## config.mk

```make
export PLATFORM = sky130hd
export DESIGN_NAME = epoch_seconds_to_calendar
export DESIGN_NICKNAME = d
export VERILOG_FILES = /design/src/design/esc_pkg.sv /design/src/design/esc_sub.sv /design/src/design/epoch_seconds_to_calendar.sv
export SDC_FILE = /design/constraint.sdc
export NUM_CORES = 1
export LEC_CHECK = 0
export ABC_AREA = 1
export BUFFER_PORTS_ARGS = -buffer_cell sky130_fd_sc_hd__buf_2
export CELL_PAD_IN_SITES_DETAIL_PLACEMENT = 0
export CELL_PAD_IN_SITES_GLOBAL_PLACEMENT = 2
export CORE_ASPECT_RATIO = 0.7
export CORE_MARGIN = 2
export CORE_UTILIZATION = 36
export DETAILED_ROUTE_END_ITERATION = 7
export MAX_ROUTING_LAYER = met4
export PLACE_DENSITY_LB_ADDON = 0.1
export SLEW_MARGIN = 20
export SYNTH_ARGS = -nofsm -noshare
export SYNTH_HDL_FRONTEND = slang
export SYNTH_SLANG_ARGS = --single-unit
export TNS_END_PERCENT = 30
```

## constraint.sdc

```tcl
create_clock -name clk -period 10.1 [get_ports clk]
set_input_delay 0.505 -clock clk [delete_from_list [all_inputs] [get_ports clk]]
set_output_delay 0.505 -clock clk [all_outputs]
set_load 0.005 [all_outputs]
```

## src/design/esc_pkg.sv

```systemverilog
package esc_pkg;

    localparam int unsigned ALU_W   = 18;
    localparam int unsigned MUL_A_W = 25;
    localparam int unsigned MUL_B_W = 26;
    localparam int unsigned PROD_W  = MUL_A_W + MUL_B_W;

    // Divisors for the multiply-back that gives each remainder
    localparam logic [MUL_B_W-1:0] SEC_PER_DAY  = MUL_B_W'(86400);
    localparam logic [MUL_B_W-1:0] SEC_PER_HOUR = MUL_B_W'(3600);
    localparam logic [MUL_B_W-1:0] SEC_PER_MIN  = MUL_B_W'(60);
    localparam logic [MUL_B_W-1:0] DAYS_PER_WK  = MUL_B_W'(7);

    // Rounded-up reciprocals; (x * RCP) >> shift is the exact quotient over the
    // full range of x. The power-of-two part of the divisor is shifted off first.
    localparam logic [MUL_B_W-1:0] RCP_DAY  = MUL_B_W'(50903317); // 2^35 / 675, t >> 7
    localparam logic [MUL_B_W-1:0] RCP_HOUR = MUL_B_W'(9321);     // 2^21 / 225, secs >> 4
    localparam logic [MUL_B_W-1:0] RCP_MIN  = MUL_B_W'(1093);     // 2^14 / 15, rem >> 2
    localparam logic [MUL_B_W-1:0] RCP_WDAY = MUL_B_W'(74899);    // 2^19 / 7

    localparam logic [ALU_W-1:0] DAYS_NORMAL = ALU_W'(365);
    localparam logic [ALU_W-1:0] DAYS_LEAP   = ALU_W'(366);

    localparam logic [7:0]  EPOCH_YEAR_OFS = 8'd70;   // 1970 - 1900
    localparam logic [7:0]  YEAR_2100_OFS  = 8'd200;  // only non-leap century in range
    localparam logic [15:0] EPOCH_WEEKDAY  = 16'd4;   // Thursday
    localparam logic [3:0]  LAST_MONTH     = 4'd11;

    typedef enum logic [3:0] {
        ST_IDLE,
        ST_DAY_Q,
        ST_DAY_R,
        ST_HOUR_Q,
        ST_HOUR_R,
        ST_MIN_Q,
        ST_MIN_R,
        ST_WDAY_Q,
        ST_WDAY_R,
        ST_YEAR,
        ST_MONTH
    } esc_state_t;

    // Output of the shared subtract/compare unit
    typedef struct packed {
        logic [ALU_W-1:0] diff;
        logic             ge;
    } sub_res_t;

    // y is the year minus 1900, valid for 70..206
    function automatic logic is_leap(input logic [7:0] y);
        return (y[1:0] == 2'b00) && (y != YEAR_2100_OFS);
    endfunction

    function automatic logic [4:0] month_days(input logic [3:0] m, input logic leap);
        logic [4:0] d;
        case (m)
            4'd1:    d = leap ? 5'd29 : 5'd28;
            4'd3:    d = 5'd30;
            4'd5:    d = 5'd30;
            4'd8:    d = 5'd30;
            4'd10:   d = 5'd30;
            default: d = 5'd31;
        endcase
        return d;
    endfunction

endpackage

```

## src/design/esc_sub.sv

```systemverilog
module esc_sub
    import esc_pkg::*;
(
    input  logic [ALU_W-1:0] a,
    input  logic [ALU_W-1:0] b,
    output sub_res_t         res
);

    logic [ALU_W:0] wide;

    assign wide     = {1'b0, a} - {1'b0, b};
    assign res.diff = wide[ALU_W-1:0];
    assign res.ge   = ~wide[ALU_W];

endmodule

```

## src/design/epoch_seconds_to_calendar.sv

```systemverilog
// Epoch seconds to UTC calendar time.
//
// Request channel: req_valid / req_stall carry epoch_seconds, an unsigned
// count of seconds since 1970-01-01 00:00:00 UTC. A transfer happens on a
// rising edge with req_valid high and req_stall low. req_stall is high the
// whole time a conversion is in flight; one item is worked at a time.
// Response channel: rsp_valid / rsp_stall carry second, minute, hour,
// weekday (0 = Sunday), years_since_1900, day_of_year, month (0 = Jan) and
// day_of_month (from 1). Results sit in an output register, so a new
// request is taken while the previous result still waits for its transfer.
// Sequence: four constant divisions (day, hour, minute, weekday), each a
// reciprocal multiply for the quotient and then a multiply-back and
// subtract for the remainder; then a walk over the years from 1970 and a
// walk over the months, each taking off one year's or month's days per
// step. The year walk dominates. The next request is taken the cycle after
// a result is handed over. If rsp_stall holds a result, a finished
// conversion waits in its last state until the output register frees up.
// Reset clears the sequencer and rsp_valid; no result is pending after it.
module epoch_seconds_to_calendar
    import esc_pkg::*;
(
    input  logic        clk,
    input  logic        rst_n,
    input  logic        req_valid,
    output logic        req_stall,
    input  logic [31:0] epoch_seconds,
    output logic        rsp_valid,
    input  logic        rsp_stall,
    output logic [5:0]  second,
    output logic [5:0]  minute,
    output logic [4:0]  hour,
    output logic [2:0]  weekday,
    output logic [7:0]  years_since_1900,
    output logic [8:0]  day_of_year,
    output logic [3:0]  month,
    output logic [4:0]  day_of_month
);

    esc_state_t state_reg, state_next;

    // Working registers: num holds the dividend, quo the quotient just found
    logic [31:0]      num_reg, num_next;
    logic [15:0]      quo_reg, quo_next;
    logic [ALU_W-1:0] rem_reg, rem_next;
    logic [15:0]      days_reg, days_next;
    logic [7:0]       year_reg, year_next;
    logic [3:0]       mon_reg, mon_next;
    logic [4:0]       hour_reg, hour_next;
    logic [5:0]       min_reg, min_next;
    logic [5:0]       sec_reg, sec_next;
    logic [2:0]       wday_reg, wday_next;
    logic [8:0]       yday_reg, yday_next;

    // Output register
    logic             rsp_valid_reg, rsp_valid_next;
    logic [5:0]       o_sec_reg, o_sec_next;
    logic [5:0]       o_min_reg, o_min_next;
    logic [4:0]       o_hour_reg, o_hour_next;
    logic [2:0]       o_wday_reg, o_wday_next;
    logic [7:0]       o_year_reg, o_year_next;
    logic [8:0]       o_yday_reg, o_yday_next;
    logic [3:0]       o_mon_reg, o_mon_next;
    logic [4:0]       o_mday_reg, o_mday_next;

    // Shared unit operands
    logic [ALU_W-1:0]   alu_a, alu_b;
    sub_res_t           alu_res;
    logic [MUL_A_W-1:0] mul_a;
    logic [MUL_B_W-1:0] mul_b;
    logic [PROD_W-1:0]  prod;
    logic               leap;

    esc_sub u_sub (
        .a   (alu_a),
        .b   (alu_b),
        .res (alu_res)
    );

    // Shared multiplier: reciprocal products and multiply-backs
    assign prod = PROD_W'(mul_a) * PROD_W'(mul_b);
    assign leap = is_leap(year_reg);

    always_comb
    begin
        mul_a = '0;
        mul_b = '0;
        alu_a = '0;
        alu_b = '0;
        case (state_reg)
            ST_DAY_Q:
            begin
                mul_a = num_reg[31:7];
                mul_b = RCP_DAY;
            end
            ST_HOUR_Q:
            begin
                mul_a = MUL_A_W'(num_reg[16:4]);
                mul_b = RCP_HOUR;
            end
            ST_MIN_Q:
            begin
                mul_a = MUL_A_W'(num_reg[11:2]);
                mul_b = RCP_MIN;
            end
            ST_WDAY_Q:
            begin
                mul_a = MUL_A_W'(num_reg[15:0]);
                mul_b = RCP_WDAY;
            end
            ST_DAY_R:
            begin
                mul_a = MUL_A_W'(quo_reg);
                mul_b = SEC_PER_DAY;
                alu_a = num_reg[ALU_W-1:0];
                alu_b = prod[ALU_W-1:0];
            end
            ST_HOUR_R:
            begin
                mul_a = MUL_A_W'(quo_reg);
                mul_b = SEC_PER_HOUR;
                alu_a = num_reg[ALU_W-1:0];
                alu_b = prod[ALU_W-1:0];
            end
            ST_MIN_R:
            begin
                mul_a = MUL_A_W'(quo_reg);
                mul_b = SEC_PER_MIN;
                alu_a = num_reg[ALU_W-1:0];
                alu_b = prod[ALU_W-1:0];
            end
            ST_WDAY_R:
            begin
                mul_a = MUL_A_W'(quo_reg);
                mul_b = DAYS_PER_WK;
                alu_a = num_reg[ALU_W-1:0];
                alu_b = prod[ALU_W-1:0];
            end
            ST_YEAR:
            begin
                alu_a = rem_reg;
                alu_b = leap ? DAYS_LEAP : DAYS_NORMAL;
            end
            ST_MONTH:
            begin
                alu_a = rem_reg;
                alu_b = ALU_W'(month_days(mon_reg, leap));
            end
            default:
            begin
                alu_b = '0;
            end
        endcase
    end

    always_comb
    begin
        state_next     = state_reg;
        num_next       = num_reg;
        quo_next       = quo_reg;
        rem_next       = rem_reg;
        days_next      = days_reg;
        year_next      = year_reg;
        mon_next       = mon_reg;
        hour_next      = hour_reg;
        min_next       = min_reg;
        sec_next       = sec_reg;
        wday_next      = wday_reg;
        yday_next      = yday_reg;
        rsp_valid_next = rsp_valid_reg;
        o_sec_next     = o_sec_reg;
        o_min_next     = o_min_reg;
        o_hour_next    = o_hour_reg;
        o_wday_next    = o_wday_reg;
        o_year_next    = o_year_reg;
        o_yday_next    = o_yday_reg;
        o_mon_next     = o_mon_reg;
        o_mday_next    = o_mday_reg;

        if (rsp_valid_reg && !rsp_stall)
        begin
            rsp_valid_next = 1'b0;
        end

        case (state_reg)
            ST_IDLE:
            begin
                if (req_valid)
                begin
                    num_next   = epoch_seconds;
                    state_next = ST_DAY_Q;
                end
            end

            // quotient = product >> (reciprocal shift); remainder below by
            // multiply-back and subtract, exact in the low ALU_W bits
            ST_DAY_Q:
            begin
                quo_next   = prod[50:35];
                state_next = ST_DAY_R;
            end
            ST_DAY_R:
            begin
                days_next  = quo_reg;
                num_next   = {15'd0, alu_res.diff[16:0]};  // seconds of the day
                state_next = ST_HOUR_Q;
            end
            ST_HOUR_Q:
            begin
                quo_next   = prod[36:21];
                state_next = ST_HOUR_R;
            end
            ST_HOUR_R:
            begin
                hour_next  = quo_reg[4:0];
                num_next   = {20'd0, alu_res.diff[11:0]};  // seconds of the hour
                state_next = ST_MIN_Q;
            end
            ST_MIN_Q:
            begin
                quo_next   = prod[29:14];
                state_next = ST_MIN_R;
            end
            ST_MIN_R:
            begin
                min_next   = quo_reg[5:0];
                sec_next   = alu_res.diff[5:0];
                num_next   = {16'd0, days_reg + EPOCH_WEEKDAY};
                state_next = ST_WDAY_Q;
            end
            ST_WDAY_Q:
            begin
                quo_next   = prod[34:19];
                state_next = ST_WDAY_R;
            end
            ST_WDAY_R:
            begin
                wday_next  = alu_res.diff[2:0];
                rem_next   = {2'b00, days_reg};
                year_next  = EPOCH_YEAR_OFS;
                state_next = ST_YEAR;
            end

            ST_YEAR:
            begin
                if (alu_res.ge)
                begin
                    rem_next  = alu_res.diff;
                    year_next = year_reg + 8'd1;
                end
                else
                begin
                    yday_next  = rem_reg[8:0];
                    mon_next   = '0;
                    state_next = ST_MONTH;
                end
            end

            ST_MONTH:
            begin
                if (mon_reg != LAST_MONTH && alu_res.ge)
                begin
                    rem_next = alu_res.diff;
                    mon_next = mon_reg + 4'd1;
                end
                else if (!(rsp_valid_reg && rsp_stall))
                begin
                    // hand over to the output register
                    rsp_valid_next = 1'b1;
                    o_sec_next     = sec_reg;
                    o_min_next     = min_reg;
                    o_hour_next    = hour_reg;
                    o_wday_next    = wday_reg;
                    o_year_next    = year_reg;
                    o_yday_next    = yday_reg;
                    o_mon_next     = mon_reg;
                    o_mday_next    = rem_reg[4:0] + 5'd1;
                    state_next     = ST_IDLE;
                end
            end

            default:
            begin
                state_next = ST_IDLE;
            end
        endcase
    end

    always_ff @(posedge clk or negedge rst_n)
    begin
        if (!rst_n)
        begin
            state_reg     <= ST_IDLE;
            rsp_valid_reg <= 1'b0;
        end
        else
        begin
            state_reg     <= state_next;
            rsp_valid_reg <= rsp_valid_next;
        end
    end

    always_ff @(posedge clk)
    begin
        num_reg    <= num_next;
        quo_reg    <= quo_next;
        rem_reg    <= rem_next;
        days_reg   <= days_next;
        year_reg   <= year_next;
        mon_reg    <= mon_next;
        hour_reg   <= hour_next;
        min_reg    <= min_next;
        sec_reg    <= sec_next;
        wday_reg   <= wday_next;
        yday_reg   <= yday_next;
        o_sec_reg  <= o_sec_next;
        o_min_reg  <= o_min_next;
        o_hour_reg <= o_hour_next;
        o_wday_reg <= o_wday_next;
        o_year_reg <= o_year_next;
        o_yday_reg <= o_yday_next;
        o_mon_reg  <= o_mon_next;
        o_mday_reg <= o_mday_next;
    end

    assign req_stall        = (state_reg != ST_IDLE);
    assign rsp_valid        = rsp_valid_reg;
    assign second           = o_sec_reg;
    assign minute           = o_min_reg;
    assign hour             = o_hour_reg;
    assign weekday          = o_wday_reg;
    assign years_since_1900 = o_year_reg;
    assign day_of_year      = o_yday_reg;
    assign month            = o_mon_reg;
    assign day_of_month     = o_mday_reg;

endmodule

```

* Word level (Yosys, flattened, before mapping)
Index checks and enable logic that the tools add are counted.
Widths: inputs -> output; s select.
** Storage, ports and cells
- Flip-flop bits (word level) :: 174
- Input port bits :: 36
- Logic and storage cells :: 103
** Cells by class
- Add/subtract/negate cells :: 5
- $mul :: 1
- Eq/ne operators :: 23
- Mux-type cells :: 27
- Bitwise gates (word level) :: 3
- Reductions and logical operators :: 23
** Operators by type and width (number)
- $pmux 26 s8 :: 1
- $pmux 32 s4 :: 1
- $pmux 25 s5 :: 1
- $pmux 18 s3 :: 2
- $pmux 16 s4 :: 1
- $mul 25x26->51 :: 1
- $pmux 4 s11 :: 1
- $mux 18 :: 2
- $pmux 18 s2 :: 1
- $mux 32 :: 1
- $mux 4 :: 6
- $eq 4x3->1 const B :: 5
- $eq 4x4->1 const B :: 5
- $sub 18x18->19 :: 1
- $add 16x3->16 const B :: 1
- $pmux 8 s2 :: 1
- $eq 4x2->1 const B :: 3
- $reduce_bool 4->1 :: 3
- $ne 2x2->1 const B :: 5
- $reduce_and 3->1 :: 3
- $add 8x1->8 const B :: 1
- $eq 4x1->1 const B :: 2
- $mux 8 :: 1
- $ne 8x8->1 const B :: 1
- other kinds (19) :: 32

* Logic depth before layout (Yosys ltp)
- Word-level depth :: 10
- Mapped depth :: 47
- Mapped depth without buffers :: 45

* Hierarchy
A second synthesis with hierarchy kept.
** Second synthesis, totals
- Cells, all modules :: 3291
- Area total of the unflattened synthesis :: 26925.8 um^2
** Modules (own cells, without submodules)
- epoch_seconds_to_calendar :: times used 1, cells an instance 3087, area an instance 25852.3 um^2, seq. area each 5200.0 um^2
- esc_sub :: times used 1, cells an instance 204, area an instance 1073.5 um^2, seq. area each 0.0 um^2

* Least setup slack after synthesis
Ideal clock, no wire load.
- Path kind :: register to register
- From :: register state_reg[3]
- To :: register o_mday_reg[0] (netlist: day_of_month[0]), enable pin
- Arrival :: 9818 ps
- Required time :: 9635 ps
- Setup slack :: -183 ps
- Cell stages (with the launch flop) :: 36
- Buffers on the path :: 2
- Cells stage by stage :: dfrtp_1 > nor2_4 > inv_2 > nor2_4 > buf_4 > clkbuf_1 > nand2_1 > fa_1 > inv_1 > fa_1 > inv_1 > fa_1 > inv_1 > fa_1 > fa_1 > fa_1 > inv_1 > fa_1 > inv_1 > ha_1 > nand2_1 > inv_1 > nand2_1 > nor3_1 > nand2_1 > nand2_1 > xor2_1 > nand2_1 > ha_1 > a21oi_1 > nand2_1 > a21oi_1 > nand3_1 > nand2_1 > nand2_1 > a21oi_1
** On the way
- Cells in the longest elaborated chain, start to end :: 10
** RTL lines
- start, declared :: line epoch_seconds_to_calendar.sv:39 : esc_state_t state_reg, state_next;
- start signal, assigned :: line epoch_seconds_to_calendar.sv:297 : state_reg <= state_next;
- $eq 4x4->1, or another cell as far along :: line epoch_seconds_to_calendar.sv:89 : case (state_reg)
- $reduce_or 4->1 (no line)
- $pmux 25 s5 :: line epoch_seconds_to_calendar.sv:89
- $mul 25x26->51 :: line epoch_seconds_to_calendar.sv:80 : assign prod = PROD_W'(mul_a) * PROD_W'(mul_b);
- $pmux 18 s3 :: line epoch_seconds_to_calendar.sv:89
- $sub 18x18->19 :: line esc_sub.sv:11 : assign wide = {1'b0, a} - {1'b0, b};
- $not 1->1 :: line esc_sub.sv:13 : assign res.ge = ~wide[ALU_W];
- $logic_and 1x1->1 :: line epoch_seconds_to_calendar.sv:260 : if (mon_reg != LAST_MONTH && alu_res.ge)
- $not 1->1 (no line)
- $reduce_and 3->1 (no line) (*)
- end signal, assigned :: line epoch_seconds_to_calendar.sv:322 : o_mday_reg <= o_mday_next;
- end, declared :: line epoch_seconds_to_calendar.sv:63 : logic [4:0] o_mday_reg, o_mday_next;
Mark *: on every way between the ends. The rest lies on a longest branch, timed or not.
A chain may end at the register's enable or synchronous reset.

* Worst setup path in the final report
- From :: register state_reg[0]
- To :: register rem_reg[13], enable pin
** On the way
- Cells in the longest elaborated chain, start to end :: 10
** RTL lines
- $eq 4x4->1, or another cell as far along :: line epoch_seconds_to_calendar.sv:89, epoch_seconds_to_calendar.sv:184
- $reduce_or 4->1 (no line)
- $pmux 25 s5 :: line epoch_seconds_to_calendar.sv:89
- $mul 25x26->51 :: line epoch_seconds_to_calendar.sv:80
- $pmux 18 s3 :: line epoch_seconds_to_calendar.sv:89
- $sub 18x18->19 :: line esc_sub.sv:11
- $not 1->1 :: line esc_sub.sv:13
- $logic_and 1x1->1 :: line epoch_seconds_to_calendar.sv:260
- $ne 2x2->1 (no line)
- $reduce_and 3->1 (no line) (*)
- end signal, assigned :: line epoch_seconds_to_calendar.sv:306 : rem_reg <= rem_next;
- end, declared :: line epoch_seconds_to_calendar.sv:44 : logic [ALU_W-1:0] rem_reg, rem_next;
Marks and branches as above.

==> qor.yml <==
max-slew-margin-rel_pct: 30.0
cp_num_buf_inv: 12
grt_overflow: 0
yosysSeqAreaShare_pct: 19.6
slowest_stage: "fa_1"
synthCells: 3205
rows: 83
cts-root-buf: "clkbuf_16"
io_pins: 84
critPathTopFamily: "adder cells"
initial_utilization_pct: 36.3
via_per_inst: 4.90
start_kind: "flip-flop"
cts-buffers-inserted: 17
yosysWarnings: 0
min-delay-path-class: "input pin to flip-flop"
worst-path-stages: 41
post_synth_num_cell_types: 52
hold_viol: 0
crit_type: "flip-flop to flip-flop"
clock_skew_ns: 0.0290
r2r_cells: 41
mostFrequentLayoutCells: "855 x inv_1, 709 x nand2_1, 401 x fa_1"
cp-endpoint: "rem_reg[13]$_DFFE_PP_"
cp_common_cell: "nand2_1"
wirelength_um: 99400
drv_slew: 0
ys_ff_latch: 174
die_x_um: 329
r2r_slack_ns: 0.60
avgSynthCellArea_sq_um: 8.29
routabilityCongestion: 1.03
tightest_slew_ns: 1.04
synth_top_flop_cell: "edfxtp_1"
netlist_area_sq_mm: 0.0266
dp_hpwl_um: 87400
synth_top_area_share_pct: 30.2
hold_ws_ns: 0.296
setup_viol: 0
grt_max_degree: 47
core_area_sq_mm: 0.0732
outcome: "completed"
first_pass_iters: 6
rr_endpoint: "rem_reg[13]$_DFFE_PP_"
cts.sinks: 174
finalCritPeriodShare_pct: 94.1
r2r-start: "state_reg[0]$_DFFE_PN0P_"
die_area_sq_mm: 0.0760
avgRoutedWirePerCell_um: 22.6
cts_tree: "done"
async_reset_ff_share_pct: 2.87
max_stage_delay_ns: 0.50
yosysTopAreaCell: "fa_1"
arrival_ns: 9.68
fmaxAchievable_mhz: 105
syn_to_final_growth_pct: 10.9
grt_pass1_wl_um: 147000
fp.dieH_um: 231
layout.nets: 4102
port_buffers: 83
largest_reg_flops: 32
yosys-top-cells-area: "fa_1 30%, edfxtp_1 19%, ha_1 12%, inv_1 12%, nand2_1 10%"
grt_pass1_vias: 21600
maxCapViolations: 0
drive_gt1_share_pct: 8.03
critPathRequiredTime_ns: 10.28
final_antenna_net_count: 0
fin_crit_ns: 9.50
clk_latency_ns: 0.50
track_usage_pct: 27.9
clk_pin_slew_ns: 0.09
clock_path_buffers: 2
cp-startpoint: "state_reg[0]$_DFFE_PN0P_"
drtIter0Drc: 1985
layout_commonest_cell: "inv_1"
post-route-drc-count: 0
num_vias: 21500
htree_levels: 4
rsz0062_at_grt: "no"
antenna_found_initial: 5
endpoint_kind: "flip-flop"
path_max_fanout: 37
synth-edff-count: 169
final.setup.tns_ns: 0
-- logic make-up after synthesis --
| kind of cell | after synthesis | synth area share (%) |
|---|---|---|
| compound gates | 203 | 4.58 |
| xor+xnor | 21 | 0.693 |
| fa+ha+maj | 666 | 42.7 |
| simple gates | 1204 | 19.0 |
| flops | 174 | 19.6 |
| other cells | 2 | 0.0283 |
| buf+inv | 935 | 13.5 |
-- cells in the mapped netlist (all sizes together) (13+ instances only) --
cell	instances
clkbuf	16
xor2	17
a21oi	77
o21ai	64
nand4	14
edfxtp	169
a31oi	13
fa	401
nand3b	16
nand3	138
ha	265
buf	30
or2	15
nor2	269
nor3	26
nand2	720
inv	889
-- layer usage --
metal  vias to the layer above  wire length (um)  GRT usage (%)
met5                         -                 0              -
li1                       9945                 -              -
met2                       756             35400           33.0
met4                         0               947           3.77
met1                     10800             52400           44.5
met3                        48             10700           9.77
-- area by class of cell --
type	count	area [sq um]
multi-input cells	2178	18100
clock inverters	15	216
well taps	977	1220
flip-flops and latches	174	5200
diodes	1	2.50
repair buffers	140	875
inverters	889	3350
clock buffers	17	425
fillers	7698	43800
-- worst min-delay path by stage --
stage | from | end | slack, ns | cells past startpoint
after floorplan | rst_n | rsp_valid$_DFF_PN0_ | 0.21 | 0
after global placement | rst_n | rsp_valid$_DFF_PN0_ | 0.34 | 1
after detailed placement | rst_n | rsp_valid$_DFF_PN0_ | 0.35 | 1
after CTS | rsp_stall | rsp_valid$_DFF_PN0_ | 0.27 | 3
after global routing | epoch_seconds[28] | num_reg[28]$_DFFE_PP_ | 0.29 | 3
final | rsp_stall | rsp_valid$_DFF_PN0_ | 0.30 | 3
-- per-stage QoR --
| stage | cell area [sq um] | instances | util (%) | setup WS (ns) |
|---|---|---|---|---|
| after floorplan | 26900 | 3287 | - | 0.850 |
| after global placement | 28700 | 4355 | 39.2 | 0.519 |
| after detailed placement | 28700 | 4355 | 39.2 | 0.474 |
| after CTS | 29400 | 4388 | 40.1 | 0.414 |
| after global routing | 29400 | 4391 | 40.2 | 0.0397 |
| final | 29400 | 4391 | 40.2 | 0.599 |
-- worst register-to-register path: cells and delay by family, from the launching register on --
kind / cells / cell delay [ns]
AOI/OAI and AO/OA: 2 / 0.34
buffers and inverters: 12 / 1.60
and+or+nand+nor: 17 / 2.77
xor gates and xnor gates: 1 / 0.30
adders and majority gates: 9 / 3.65
DFF: 1 / 0.49
-- timing repair --
action,in CTS,in global routing
gates resized for setup,0,10
setup endpoints to repair,0,76
hold endpoints to repair,5,0
hold buffers,1,0
setup buffers,0,2
Power is left out: the tool's default activity adds up to more than one toggle a clock period on the data nets, which glitch-free logic cannot reach.
